==> config.mk <==
export PLATFORM = sky130hd
export DESIGN_NAME = ycf_ctrl
export DESIGN_NICKNAME = d
export VERILOG_FILES = /design/src/ycf_pkg.sv /design/src/ycf_ctrl.sv
export SDC_FILE = /design/constraint.sdc
export NUM_CORES = 1
export LEC_CHECK = 0
export BUFFER_PORTS_ARGS = -buffer_cell sky130_fd_sc_hd__buf_2
export CAP_MARGIN = 20
export CORE_MARGIN = 2
export CORE_UTILIZATION = 25
export CTS_BUF_LIST = sky130_fd_sc_hd__clkbuf_4 sky130_fd_sc_hd__clkbuf_8 sky130_fd_sc_hd__clkbuf_16
export DETAILED_ROUTE_END_ITERATION = 12
export PLACE_DENSITY = 0.46
export SLEW_MARGIN = 10
export SYNTH_ARGS = -nofsm -noshare
export SYNTH_HDL_FRONTEND = slang
export SYNTH_SLANG_ARGS = --single-unit
==> constraint.sdc <==
create_clock -name clk -period 2.95 [get_ports clk]
set_clock_uncertainty 0.05 [all_clocks]
set_input_delay 0.1475 -clock clk [delete_from_list [all_inputs] [get_ports clk]]
set_output_delay 0.1475 -clock clk [all_outputs]
set_load 0.03 [all_outputs]
==> src/ycf_pkg.sv <==
// Shared types, codes and constants of the Yee cell correction factor unit.
// Used by the controller, the datapath and the top level; depends on nothing.
`timescale 1ns / 1ps

package ycf_pkg;

    // Default grid bounds.
    localparam int MAX_WIDTH_DEF  = 64;
    localparam int MAX_HEIGHT_DEF = 64;

    // Field and register widths.
    localparam int SIZE_W     = 7;
    localparam int GAIN_W     = 31;
    localparam int CFG_ADDR_W = 2;
    localparam int CFG_DATA_W = 31;
    localparam int DATA_W     = 32;
    localparam int COORD_W    = 6;

    // Reset value of both grid size registers.
    localparam logic [SIZE_W-1:0] SIZE_RESET = 7'd64;

    // One quotient bit per step of the divider.
    localparam int DIV_ITER = 48;
    localparam int ITER_W   = $clog2(DIV_ITER);

    // Configuration register indexes.
    localparam logic [CFG_ADDR_W-1:0] REG_GRID_WIDTH  = 2'd0;
    localparam logic [CFG_ADDR_W-1:0] REG_GRID_HEIGHT = 2'd1;
    localparam logic [CFG_ADDR_W-1:0] REG_ETA_GAIN    = 2'd2;

    typedef enum logic [1:0] {
        KIND_CELL,
        KIND_LOWER,
        KIND_UPPER,
        KIND_QUERY
    } kind_t;

    typedef enum logic [3:0] {
        ST_IDLE,
        ST_DECODE,
        ST_WR_CELL,
        ST_WR_LAYER,
        ST_RD,
        ST_ACC,
        ST_MUL,
        ST_MACC,
        ST_DIV_INIT,
        ST_DIV_RUN,
        ST_DIV_END
    } state_t;

    // Operations of the shared multiplier, in issue order.
    typedef enum logic [2:0] {
        OP_E,
        OP_PAPB,
        OP_PBSF,
        OP_SFPA,
        OP_T,
        OP_ETA
    } mul_op_t;

    // Neighbour offset along one axis.
    typedef enum logic [1:0] {
        NB_SAME,
        NB_PLUS,
        NB_MINUS
    } nbr_t;

    // Where one neighbour value of a query comes from.
    typedef struct packed {
        logic       layer;
        logic [1:0] comp;
        logic       hf;
        nbr_t       dx;
        nbr_t       dy;
    } slot_src_t;

    // Commands from the controller to the datapath.
    typedef struct packed {
        logic       load_item;
        logic       wr_cell;
        logic       wr_layer;
        logic       rd;
        logic       acc;
        logic       mul;
        logic       macc;
        logic       div_init;
        logic       div_step;
        logic       div_end;
        logic       emit;
        logic [1:0] comp;
        logic [2:0] slot;
        mul_op_t    op;
    } ycf_cmd_t;

    // Status from the datapath to the controller.
    typedef struct packed {
        logic  in_range;
        kind_t kind;
        logic  half;
    } ycf_status_t;

    // Neighbour table: component pattern j (3*half + component) and slot k.
    // Slots 0 and 1 form the first factor pair, slots 2 and 3 the second.
    function automatic slot_src_t slot_src(input logic [2:0] j, input logic [1:0] k);
        slot_src_t s;
        begin
            unique case ({j, k})
                5'b000_00: s = '{1'b0, 2'd0, 1'b1, NB_SAME,  NB_SAME};
                5'b000_01: s = '{1'b1, 2'd0, 1'b0, NB_SAME,  NB_SAME};
                5'b000_10: s = '{1'b0, 2'd2, 1'b0, NB_SAME,  NB_SAME};
                5'b000_11: s = '{1'b0, 2'd2, 1'b0, NB_SAME,  NB_MINUS};
                5'b001_00: s = '{1'b0, 2'd1, 1'b1, NB_SAME,  NB_SAME};
                5'b001_01: s = '{1'b1, 2'd0, 1'b0, NB_SAME,  NB_SAME};
                5'b001_10: s = '{1'b0, 2'd2, 1'b0, NB_SAME,  NB_SAME};
                5'b001_11: s = '{1'b0, 2'd2, 1'b0, NB_MINUS, NB_SAME};
                5'b010_00: s = '{1'b0, 2'd0, 1'b0, NB_SAME,  NB_SAME};
                5'b010_01: s = '{1'b0, 2'd0, 1'b0, NB_SAME,  NB_PLUS};
                5'b010_10: s = '{1'b0, 2'd1, 1'b0, NB_SAME,  NB_SAME};
                5'b010_11: s = '{1'b0, 2'd1, 1'b0, NB_PLUS,  NB_SAME};
                5'b011_00: s = '{1'b0, 2'd0, 1'b0, NB_SAME,  NB_SAME};
                5'b011_01: s = '{1'b1, 2'd0, 1'b0, NB_SAME,  NB_SAME};
                5'b011_10: s = '{1'b0, 2'd2, 1'b1, NB_SAME,  NB_SAME};
                5'b011_11: s = '{1'b0, 2'd2, 1'b1, NB_PLUS,  NB_SAME};
                5'b100_00: s = '{1'b0, 2'd1, 1'b0, NB_SAME,  NB_SAME};
                5'b100_01: s = '{1'b1, 2'd0, 1'b0, NB_SAME,  NB_SAME};
                5'b100_10: s = '{1'b0, 2'd2, 1'b1, NB_SAME,  NB_SAME};
                5'b100_11: s = '{1'b0, 2'd2, 1'b1, NB_SAME,  NB_PLUS};
                5'b101_00: s = '{1'b0, 2'd0, 1'b1, NB_SAME,  NB_SAME};
                5'b101_01: s = '{1'b0, 2'd0, 1'b1, NB_MINUS, NB_SAME};
                5'b101_10: s = '{1'b0, 2'd1, 1'b1, NB_SAME,  NB_SAME};
                5'b101_11: s = '{1'b0, 2'd1, 1'b1, NB_SAME,  NB_MINUS};
                default:   s = '{1'b0, 2'd0, 1'b0, NB_SAME,  NB_SAME};
            endcase
            return s;
        end
    endfunction

endpackage

==> src/ycf_ctrl.sv <==
// Controller of the correction factor unit: sequences loads and queries.
// Depends on ycf_pkg for the state, command and status types.
`timescale 1ns / 1ps

module ycf_ctrl (
    input  logic                clk,
    input  logic                rst_n,
    input  logic                start,
    output logic                busy,
    input  ycf_pkg::ycf_status_t status,
    output ycf_pkg::ycf_cmd_t   cmd
);
    import ycf_pkg::*;

    state_t            state_reg, state_next;
    logic [1:0]        comp_reg, comp_next;
    logic [2:0]        slot_reg, slot_next;
    mul_op_t           op_reg, op_next;
    logic [ITER_W-1:0] iter_reg, iter_next;
    logic              layer_ok;

    // A layer record is kept only for its own half.
    assign layer_ok = ((status.kind == KIND_LOWER) && status.half) ||
                      ((status.kind == KIND_UPPER) && !status.half);

    // State and counters.
    always_ff @(posedge clk or negedge rst_n)
    begin
        if (!rst_n)
        begin
            state_reg <= ST_IDLE;
            comp_reg  <= '0;
            slot_reg  <= '0;
            op_reg    <= OP_E;
            iter_reg  <= '0;
        end
        else
        begin
            state_reg <= state_next;
            comp_reg  <= comp_next;
            slot_reg  <= slot_next;
            op_reg    <= op_next;
            iter_reg  <= iter_next;
        end
    end

    // Next state and counter values.
    always_comb
    begin
        state_next = state_reg;
        comp_next  = comp_reg;
        slot_next  = slot_reg;
        op_next    = op_reg;
        iter_next  = iter_reg;
        unique case (state_reg)
            ST_IDLE:
            begin
                if (start)
                begin
                    state_next = ST_DECODE;
                end
            end
            ST_DECODE:
            begin
                comp_next = '0;
                slot_next = '0;
                if (!status.in_range)
                begin
                    state_next = ST_IDLE;
                end
                else
                begin
                    unique case (status.kind)
                        KIND_CELL:  state_next = ST_WR_CELL;
                        KIND_LOWER,
                        KIND_UPPER: state_next = layer_ok ? ST_WR_LAYER : ST_IDLE;
                        KIND_QUERY: state_next = ST_RD;
                        default:    state_next = ST_IDLE;
                    endcase
                end
            end
            ST_WR_CELL:
            begin
                if (comp_reg == 2'd2)
                begin
                    state_next = ST_IDLE;
                end
                else
                begin
                    comp_next = comp_reg + 2'd1;
                end
            end
            ST_WR_LAYER:
            begin
                if (comp_reg == 2'd1)
                begin
                    state_next = ST_IDLE;
                end
                else
                begin
                    comp_next = comp_reg + 2'd1;
                end
            end
            ST_RD:
            begin
                state_next = ST_ACC;
            end
            ST_ACC:
            begin
                if (slot_reg == 3'd4)
                begin
                    state_next = ST_MUL;
                    op_next    = OP_E;
                end
                else
                begin
                    state_next = ST_RD;
                    slot_next  = slot_reg + 3'd1;
                end
            end
            ST_MUL:
            begin
                state_next = ST_MACC;
            end
            ST_MACC:
            begin
                if (op_reg == OP_ETA)
                begin
                    state_next = ST_DIV_INIT;
                end
                else
                begin
                    state_next = ST_MUL;
                    op_next    = mul_op_t'(op_reg + 3'd1);
                end
            end
            ST_DIV_INIT:
            begin
                state_next = ST_DIV_RUN;
                iter_next  = '0;
            end
            ST_DIV_RUN:
            begin
                if (iter_reg == ITER_W'(DIV_ITER - 1))
                begin
                    state_next = ST_DIV_END;
                end
                else
                begin
                    iter_next = iter_reg + ITER_W'(1);
                end
            end
            ST_DIV_END:
            begin
                if (comp_reg == 2'd2)
                begin
                    state_next = ST_IDLE;
                end
                else
                begin
                    state_next = ST_RD;
                    comp_next  = comp_reg + 2'd1;
                    slot_next  = '0;
                end
            end
            default:
            begin
                state_next = ST_IDLE;
            end
        endcase
    end

    // Commands to the datapath.
    always_comb
    begin
        cmd           = '0;
        cmd.comp      = comp_reg;
        cmd.slot      = slot_reg;
        cmd.op        = op_reg;
        cmd.load_item = start && (state_reg == ST_IDLE);
        cmd.wr_cell   = (state_reg == ST_WR_CELL);
        cmd.wr_layer  = (state_reg == ST_WR_LAYER);
        cmd.rd        = (state_reg == ST_RD);
        cmd.acc       = (state_reg == ST_ACC);
        cmd.mul       = (state_reg == ST_MUL);
        cmd.macc      = (state_reg == ST_MACC);
        cmd.div_init  = (state_reg == ST_DIV_INIT);
        cmd.div_step  = (state_reg == ST_DIV_RUN);
        cmd.div_end   = (state_reg == ST_DIV_END);
        cmd.emit      = (state_reg == ST_DIV_END) && (comp_reg == 2'd2);
        busy          = (state_reg != ST_IDLE);
    end

    // An accepted item is always decoded in the following cycle.
    a_load_decodes: assert property (@(posedge clk) disable iff (!rst_n)
        cmd.load_item |=> state_reg == ST_DECODE)
        else $error("accepted item not decoded");

    // The divider never runs past its number of steps.
    a_iter_bound: assert property (@(posedge clk) disable iff (!rst_n)
        state_reg == ST_DIV_RUN |-> iter_reg <= ITER_W'(DIV_ITER - 1))
        else $error("divider step count overrun");

    // A result is emitted only for the last component.
    a_emit_last: assert property (@(posedge clk) disable iff (!rst_n)
        cmd.emit |=> state_reg == ST_IDLE)
        else $error("result emitted before the last component");

endmodule

==> PnR_summary.wiki, run 1 <==
{| class="wikitable"
! Metric !! Value
|-
| Initial antenna violation count || 0
|-
| Maximum number of pins on one net before global-route repair || 20
|-
| Post-synthesis cell count || 139
|-
| Commonest cells in the netlist || 22 x sky130_fd_sc_hd__nand2_1, 18 x sky130_fd_sc_hd__dfrtp_1, 9 x sky130_fd_sc_hd__mux2i_1, 8 x sky130_fd_sc_hd__nor2_1
|-
| Cell Int Power || 0.370 mW
|-
| Switching share of power || 0.216
|-
| Width of the die || 74.2 um
|-
| Summed negative setup slack over all endpoints || 0 ps
|-
| Most area-hungry cell type in the Yosys netlist || sky130_fd_sc_hd__dfrtp_1
|-
| Period minus WS final || 2030 ps
|-
| Yosys Warn Count || 0
|-
| Worst skew pair latency || 260 ps
|-
| Number of different library cells in the post-synthesis netlist || 41
|-
| DP Worst Slack || 1220 ps
|-
| Final instance area || 0.00149 mm2
|-
| Hold bufs inserted after CTS || 1
|-
| Number of synthesized flops with an enable pin || 0
|-
| Class of the tightest hold or removal check || input port to flop
|-
| Initial DRC count || 47
|-
| Final count of hold timing violations || 0
|-
| Final Setup Violations || 0
|-
| Leading cell type by number of instances after synthesis || sky130_fd_sc_hd__nand2_1
|-
| FFs w/ async S/R, synth || 1.00
|-
| Initial standard-cell utilization of the core || 0.259
|-
| Maximum fanout encountered on the critical timing path || 14
|-
| Arr. time, crit path || 1830 ps
|-
| Gr usage total || 0.116
|-
| Kind of capture point of the worst setup path || output port
|-
| Timing-limited maximum frequency || 493 MHz
|-
| Share of power burned in the clock network || 0.449
|-
| Number of global-route vias before repair || 1033
|-
| HPWL after DPL || 2290 um
|-
| Seq cells post-synth || 18
|-
| Share of total power in combinational logic || 0.030
|-
| Count of nets after finishing || 180
|-
| Fin worst setup slack || 924 ps
|-
| Drt drc || 0
|-
| Reg2Reg Launch Point || state_reg[3]$_DFFE_PN0P_
|-
| CTS Root Buffer Type || sky130_fd_sc_hd__clkbuf_8
|-
| H-Tree Depth || 1
|-
| Syn-to-layout area delta || 20.6%
|-
| Cell area reported after detailed placement || 0.00142 mm2
|-
| Worst Reg-to-Reg Cells || 4
|-
| Global placer's final weighted congestion || 0.797
|-
| CTS max path bufs || 2
|-
| Post-cts sizing count || 0
|-
| Max_cap viols || 0
|-
| Number of post-CTS setup repair buffers || 0
|-
| Via Count || 1094
|-
| Leakage || 0.722 nW
|-
| Required time reported for the critical path endpoint || 2750 ps
|-
| Crit start category || flop
|-
| Synth Net Count || 153
|-
| Global route overflow || 0
|-
| Reg-to-reg critical path endpoint || iter_reg[5]$_DFFE_PN0P_
|-
| Synth Cell Area || 0.00123 mm2
|-
| First-pass GRT wire length || 4950 um
|-
| Via density per instance || 4.72
|-
| Worst-case headroom to the max-slew limit || 0.671
|-
| Worst Setup SP || state_reg[3]$_DFFE_PN0P_
|-
| Actual transition at the worst max-transition pin || 494 ps
|-
| Prevailing post-synth register cell || sky130_fd_sc_hd__dfrtp_1
|-
| Die height || 74.2 um
|-
| Fraction of layout instances using a drive strength above 1 || 0.218
|-
| Cts bufs inserted || 3
|-
| Post-detailed-route count of antenna-violating nets || 0
|-
| Clock-pin slew reported for the worst setup and hold paths after clock tree synthesis || 80 ps
|-
| Avg Inst Size Synth || 8.88 um2
|-
| Share of power burned in registers || 0.521
|-
| Area share of the largest cell type after synthesis || 0.365
|-
| Row count || 25
|-
| Wire length reported by the detailed router || 2980 um
|-
| Switching power || 0.102 mW
|-
| Total die area || 0.00551 mm2
|-
| Top cells by area in the synthesized netlist || sky130_fd_sc_hd__dfrtp_1 37%, sky130_fd_sc_hd__mux2i_1 7.3%, sky130_fd_sc_hd__ha_1 7.1%, sky130_fd_sc_hd__nand2_1 6.7%, sky130_fd_sc_hd__nand2b_1 3.5%
|-
| Final critical-path share of the clock period || 0.687
|-
| Wirelength per Cell || 12.8 um
|-
| Ant diodes || 0
|-
| Number of port buffers || 26
|-
| Total power per unit cell area || 318 mW/mm2
|-
| Sequential share of the synthesized area || 0.365
|-
| Total number of clock tree sinks || 18
|-
| Final core occ || 0.313
|-
| Flip-flop count of the largest register, all copies and words added || 6
|-
| Critical path destination || cmd[11]
|-
| Area inside the core boundary || 0.00475 mm2
|-
| Boundary pin count || 27
|-
| RSZ-0062 raised after global routing || false
|-
| Critical Setup Path Class || flop to output port
|-
| Clock tree from TritonCTS || done
|-
| Final-report max-slew violation count || 0
|-
| Iteration count of the initial detailed-routing pass || 4
|-
| Slack of the worst reg-to-reg path || 1190 ps
|-
| Outcome || finished clean
|-
| VDD IR max || 0.000138 V
|}
## critical path, stage by stage, from the launching register on
cell and delay, ps:
sky130_fd_sc_hd__dfrtp_1 580, sky130_fd_sc_hd__nand2b_1 220, sky130_fd_sc_hd__or3_1 450, sky130_fd_sc_hd__inv_2 120, sky130_fd_sc_hd__buf_2 200
## logic make-up (layout without fill, tap and decap cells)
| group | count (synthesis) | after routing | share of synthesized area |
|---|---|---|---|
| adders and majority gates | 7 | 7 | 0.0710 |
| xor gates and xnor gates | 2 | 2 | 0.0142 |
| muxes | 9 | 9 | 0.0730 |
| buffers and inverters | 13 | 39 | 0.0446 |
| DFF | 18 | 18 | 0.365 |
| AOI/OAI and AO/OA | 27 | 27 | 0.156 |
| and+or+nand+nor | 63 | 63 | 0.276 |
## placed cells by master (no fill, tap or decap), types with 5 or more instances in the layout
cell,instances
sky130_fd_sc_hd__buf_2,26
sky130_fd_sc_hd__ha_1,7
sky130_fd_sc_hd__o21ai_0,5
sky130_fd_sc_hd__nand2b_1,7
sky130_fd_sc_hd__nor2_1,8
sky130_fd_sc_hd__nand3_1,5
sky130_fd_sc_hd__inv_1,7
sky130_fd_sc_hd__dfrtp_1,18
sky130_fd_sc_hd__nand2_1,22
sky130_fd_sc_hd__mux2i_1,9
## through the flow
step	total power, mW	cells	hold slack (ps)
6_report	0.473	232	166
5_1_grt	0.495	232	186
4_1_cts	0.480	232	149
3_5_place_dp	0.265	227	81.6
3_3_place_gp	0.265	227	71.4
2_1_floorplan	0.254	139	-198
## worst min-delay path by stage
stage / start / endpoint / slack, ps / cells past startpoint
floorplan: rst_n / comp_reg[0]$_DFFE_PN0P_ / -200 / 0
global placement: rst_n / comp_reg[1]$_DFFE_PN0P_ / 70 / 1
detailed placement: rst_n / comp_reg[1]$_DFFE_PN0P_ / 80 / 1
CTS: status[2] / state_reg[2]$_DFFE_PN0P_ / 150 / 3
global route: status[2] / state_reg[2]$_DFFE_PN0P_ / 190 / 3
finish: status[2] / state_reg[2]$_DFFE_PN0P_ / 170 / 3
## cell type report
type | instances | area (um2)
timing repair buffer | 27 | 140
sequential | 18 | 450
tap | 67 | 83.8
inverter | 8 | 30.0
clock buffer | 4 | 55.1
fill | 532 | 3270
multi-input combinational | 108 | 728
## power groups by stage
stage               clock (mW)  sequential [mW]  combinational (mW)
finish                   0.212            0.246              0.0140
CTS                      0.218            0.246              0.0148
floorplan                    0            0.251             0.00231
global route             0.233            0.246              0.0161
global placement             0            0.251              0.0135
detailed placement           0            0.251              0.0137
## per-layer routing
metal | routed length, um | global-route usage
met1 | 1400 | 0.165
met2 | 1420 | 0.182
met3 | 134 | 0.0203
met4 | 26 | 0.0337
met5 | 0 | 0
Power figures use the tool's default switching activity.
==> inputs of run 2 (changes only) <==
==> constraint.sdc (replaced) <==
create_clock -name clk -period 2.1 [get_ports clk]
set_clock_uncertainty 0.05 [all_clocks]
set_input_delay 0.105 -clock clk [delete_from_list [all_inputs] [get_ports clk]]
set_output_delay 0.105 -clock clk [all_outputs]
set_load 0.03 [all_outputs]
==> PnR_summary.wiki, run 2 (synthesized netlist as in run 1, its figures left out) <==
{| class="wikitable"
! Metric !! Value
|-
| H-Tree Depth || 1 (unchanged)
|-
| Actual transition at the worst max-transition pin || 483 ps (was 494 ps)
|-
| Iteration count of the initial detailed-routing pass || 4 (unchanged)
|-
| Total number of clock tree sinks || 18 (unchanged)
|-
| Drt drc || 0 (unchanged)
|-
| Summed negative setup slack over all endpoints || 0 ps (unchanged)
|-
| CTS Root Buffer Type || sky130_fd_sc_hd__clkbuf_8 (unchanged)
|-
| # fillers || 519 (was 532)
|-
| Gr usage total || 0.120 (was 0.116)
|-
| Clock tree from TritonCTS || done (unchanged)
|-
| Row count || 25 (unchanged)
|-
| Crit start category || flop (unchanged)
|-
| Total power per unit cell area || 446 mW/mm2 (was 318 mW/mm2)
|-
| RSZ-0062 raised after global routing || false (unchanged)
|-
| Number of global-route vias before repair || 1055 (was 1033)
|-
| Number of port buffers || 26 (unchanged)
|-
| VDD IR max || 0.000172 V (was 0.000138 V)
|-
| Initial antenna violation count || 0 (unchanged)
|-
| Initial standard-cell utilization of the core || 0.259 (unchanged)
|-
| Post-cts sizing count || 0 (unchanged)
|-
| Timing-limited maximum frequency || 514 MHz
|-
| Via Count || 1095 (was 1094)
|-
| Syn-to-layout area delta || 20.6% (unchanged)
|-
| Post-route non-filler standard cell count || 232 (unchanged)
|-
| Most frequent cells in the layout || 26 x sky130_fd_sc_hd__buf_2, 22 x sky130_fd_sc_hd__nand2_1, 18 x sky130_fd_sc_hd__dfrtp_1, 9 x sky130_fd_sc_hd__mux2i_1, 8 x sky130_fd_sc_hd__nor2_1 (unchanged)
|-
| First-pass GRT wire length || 5000 um (was 4950 um)
|-
| Final Setup Violations || 0 (unchanged)
|-
| Required time reported for the critical path endpoint || 1950 ps (was 2750 ps)
|-
| Area inside the core boundary || 0.00475 mm2 (unchanged)
|-
| Post-detailed-route count of antenna-violating nets || 0 (unchanged)
|-
| Leakage || 0.722 nW (unchanged)
|-
| Maximum number of pins on one net before global-route repair || 20 (unchanged)
|-
| Worst Setup SP || state_reg[3]$_DFFE_PN0P_ (unchanged)
|-
| Arr. time, crit path || 1790 ps (was 1830 ps)
|-
| Ant diodes || 0 (unchanged)
|-
| Final count of hold timing violations || 0 (unchanged)
|-
| Final core occ || 0.313 (unchanged)
|-
| Kind of capture point of the worst setup path || output port (unchanged)
|-
| Maximum fanout encountered on the critical timing path || 14 (unchanged)
|-
| Worst skew pair latency || 260 ps (about the same)
|-
| Most common cell after layout, fill and taps aside || sky130_fd_sc_hd__buf_2 (unchanged)
|-
| Peak per-stage delay on the critical path || 560 ps (was 580 ps)
|-
| Class of the tightest hold or removal check || input port to flop (unchanged)
|-
| Fraction of layout instances using a drive strength above 1 || 0.218 (unchanged)
|-
| Outcome || finished clean (unchanged)
|-
| Period minus WS final || 1940 ps
|-
| Total die area || 0.00551 mm2 (unchanged)
|-
| Via density per instance || 4.72 (about the same)
|-
| Max_cap viols || 0 (unchanged)
|-
| Final critical-path share of the clock period || 0.926
|-
| Cts bufs inserted || 3 (unchanged)
|-
| Final-report max-slew violation count || 0 (unchanged)
|-
| Hold_sp || status[2] (unchanged)
|-
| Placed instance count || 227 (unchanged)
|-
| CTS max path bufs || 2 (unchanged)
|-
| Cell area reported after detailed placement || 0.00142 mm2 (unchanged)
|-
| Global placer's final weighted congestion || 0.816 (was 0.797)
|-
| Flip-flop count of the largest register, all copies and words added || 6 (unchanged)
|-
| Width of the die || 74.2 um (unchanged)
|-
| Overall Power || 0.664 mW (was 0.473 mW)
|-
| Count of nets after finishing || 180 (unchanged)
|-
| Reg2Reg Launch Point || state_reg[1]$_DFFE_PN0P_ (was state_reg[3]$_DFFE_PN0P_)
|-
| Final instance area || 0.00149 mm2 (unchanged)
|-
| Boundary pin count || 27 (unchanged)
|-
| Global route overflow || 0 (unchanged)
|-
| Slowest cell on the critical path || sky130_fd_sc_hd__dfrtp_1 (unchanged)
|-
| Worst-case headroom to the max-slew limit || 0.678 (was 0.671)
|-
| Critical Setup Path Class || flop to output port (unchanged)
|-
| Hold bufs inserted after CTS || 1 (unchanged)
|-
| Die height || 74.2 um (unchanged)
|-
| Clock-pin slew reported for the worst setup and hold paths after clock tree synthesis || 70 ps (was 80 ps)
|-
| Wire length reported by the detailed router || 2960 um (was 2980 um)
|-
| Initial DRC count || 42 (was 47)
|-
| List of cells traversed by the critical path || nand2b_1, or3_1, inv_2, buf_2 (unchanged)
|-
| Wirelength per Cell || 12.8 um (about the same)
|-
| HPWL after DPL || 2290 um (about the same)
|-
| Number of post-CTS setup repair buffers || 0 (unchanged)
|}
run 2: cell counts in the layout (fill, tap and decap cells not counted):
Identical to the previous run, type by type.
run 2: final cells by class:
| cell class | count | area, um2 | share of cell area |
|---|---|---|---|
| Clock buffer | 4 | 55.1 | 0.0370 |
| Inverter | 8 | 30.0 | 0.0202 |
| Multi-Input combinational cell | 108 | 728 | 0.489 |
| Sequential cell | 18 | 450 | 0.303 |
| Tap cell | 67 | 83.8 | 0.0563 |
| Timing Repair Buffer | 27 | 140 | 0.0942 |
run 2: critical path, delay by kind of cell (launching register included):
family | cells | cell delay [ps]
and+or+nand+nor | 2 | 660
DFF | 1 | 560
buffers and inverters | 2 | 320
run 2: final timing paths:
check,endpoint,slack [ps],cells past startpoint
worst max register to register,iter_reg[5]$_DFFE_PN0P_,360,4
worst min-delay path,state_reg[2]$_DFFE_PN0P_,110,3
max in group asynchronous,state_reg[3]$_DFFE_PN0P_,1420,2
worst max-delay path,cmd[11],160,4
worst min register to register,iter_reg[3]$_DFFE_PN0P_,460,1
min in group asynchronous,iter_reg[0]$_DFFE_PN0P_,260,2
run 2: where the power goes:
group | leakage, nW | switching (mW) | internal, mW
Clock | 0.0288 | 0.131 | 0.167
Sequential | 0.206 | 0 | 0.346
Combinational | 0.487 | 0.0123 | 0.00743
run 2: metal layers:
layer  global-route usage  wire length, um
met2                0.197             1460
met4               0.0516               46
met5                    0                0
met1                0.153             1320
met3               0.0230              133
run 2: per-stage QoR:
| stage | setup WS, ps | hold slack [ps] |
|---|---|---|
| global placement | 403 | 36.2 |
| CTS | 159 | 99.2 |
| finish | 155 | 105 |
| global route | 18.7 | 134 |
| detailed placement | 384 | 38.8 |
| floorplan | 436 | -241 |
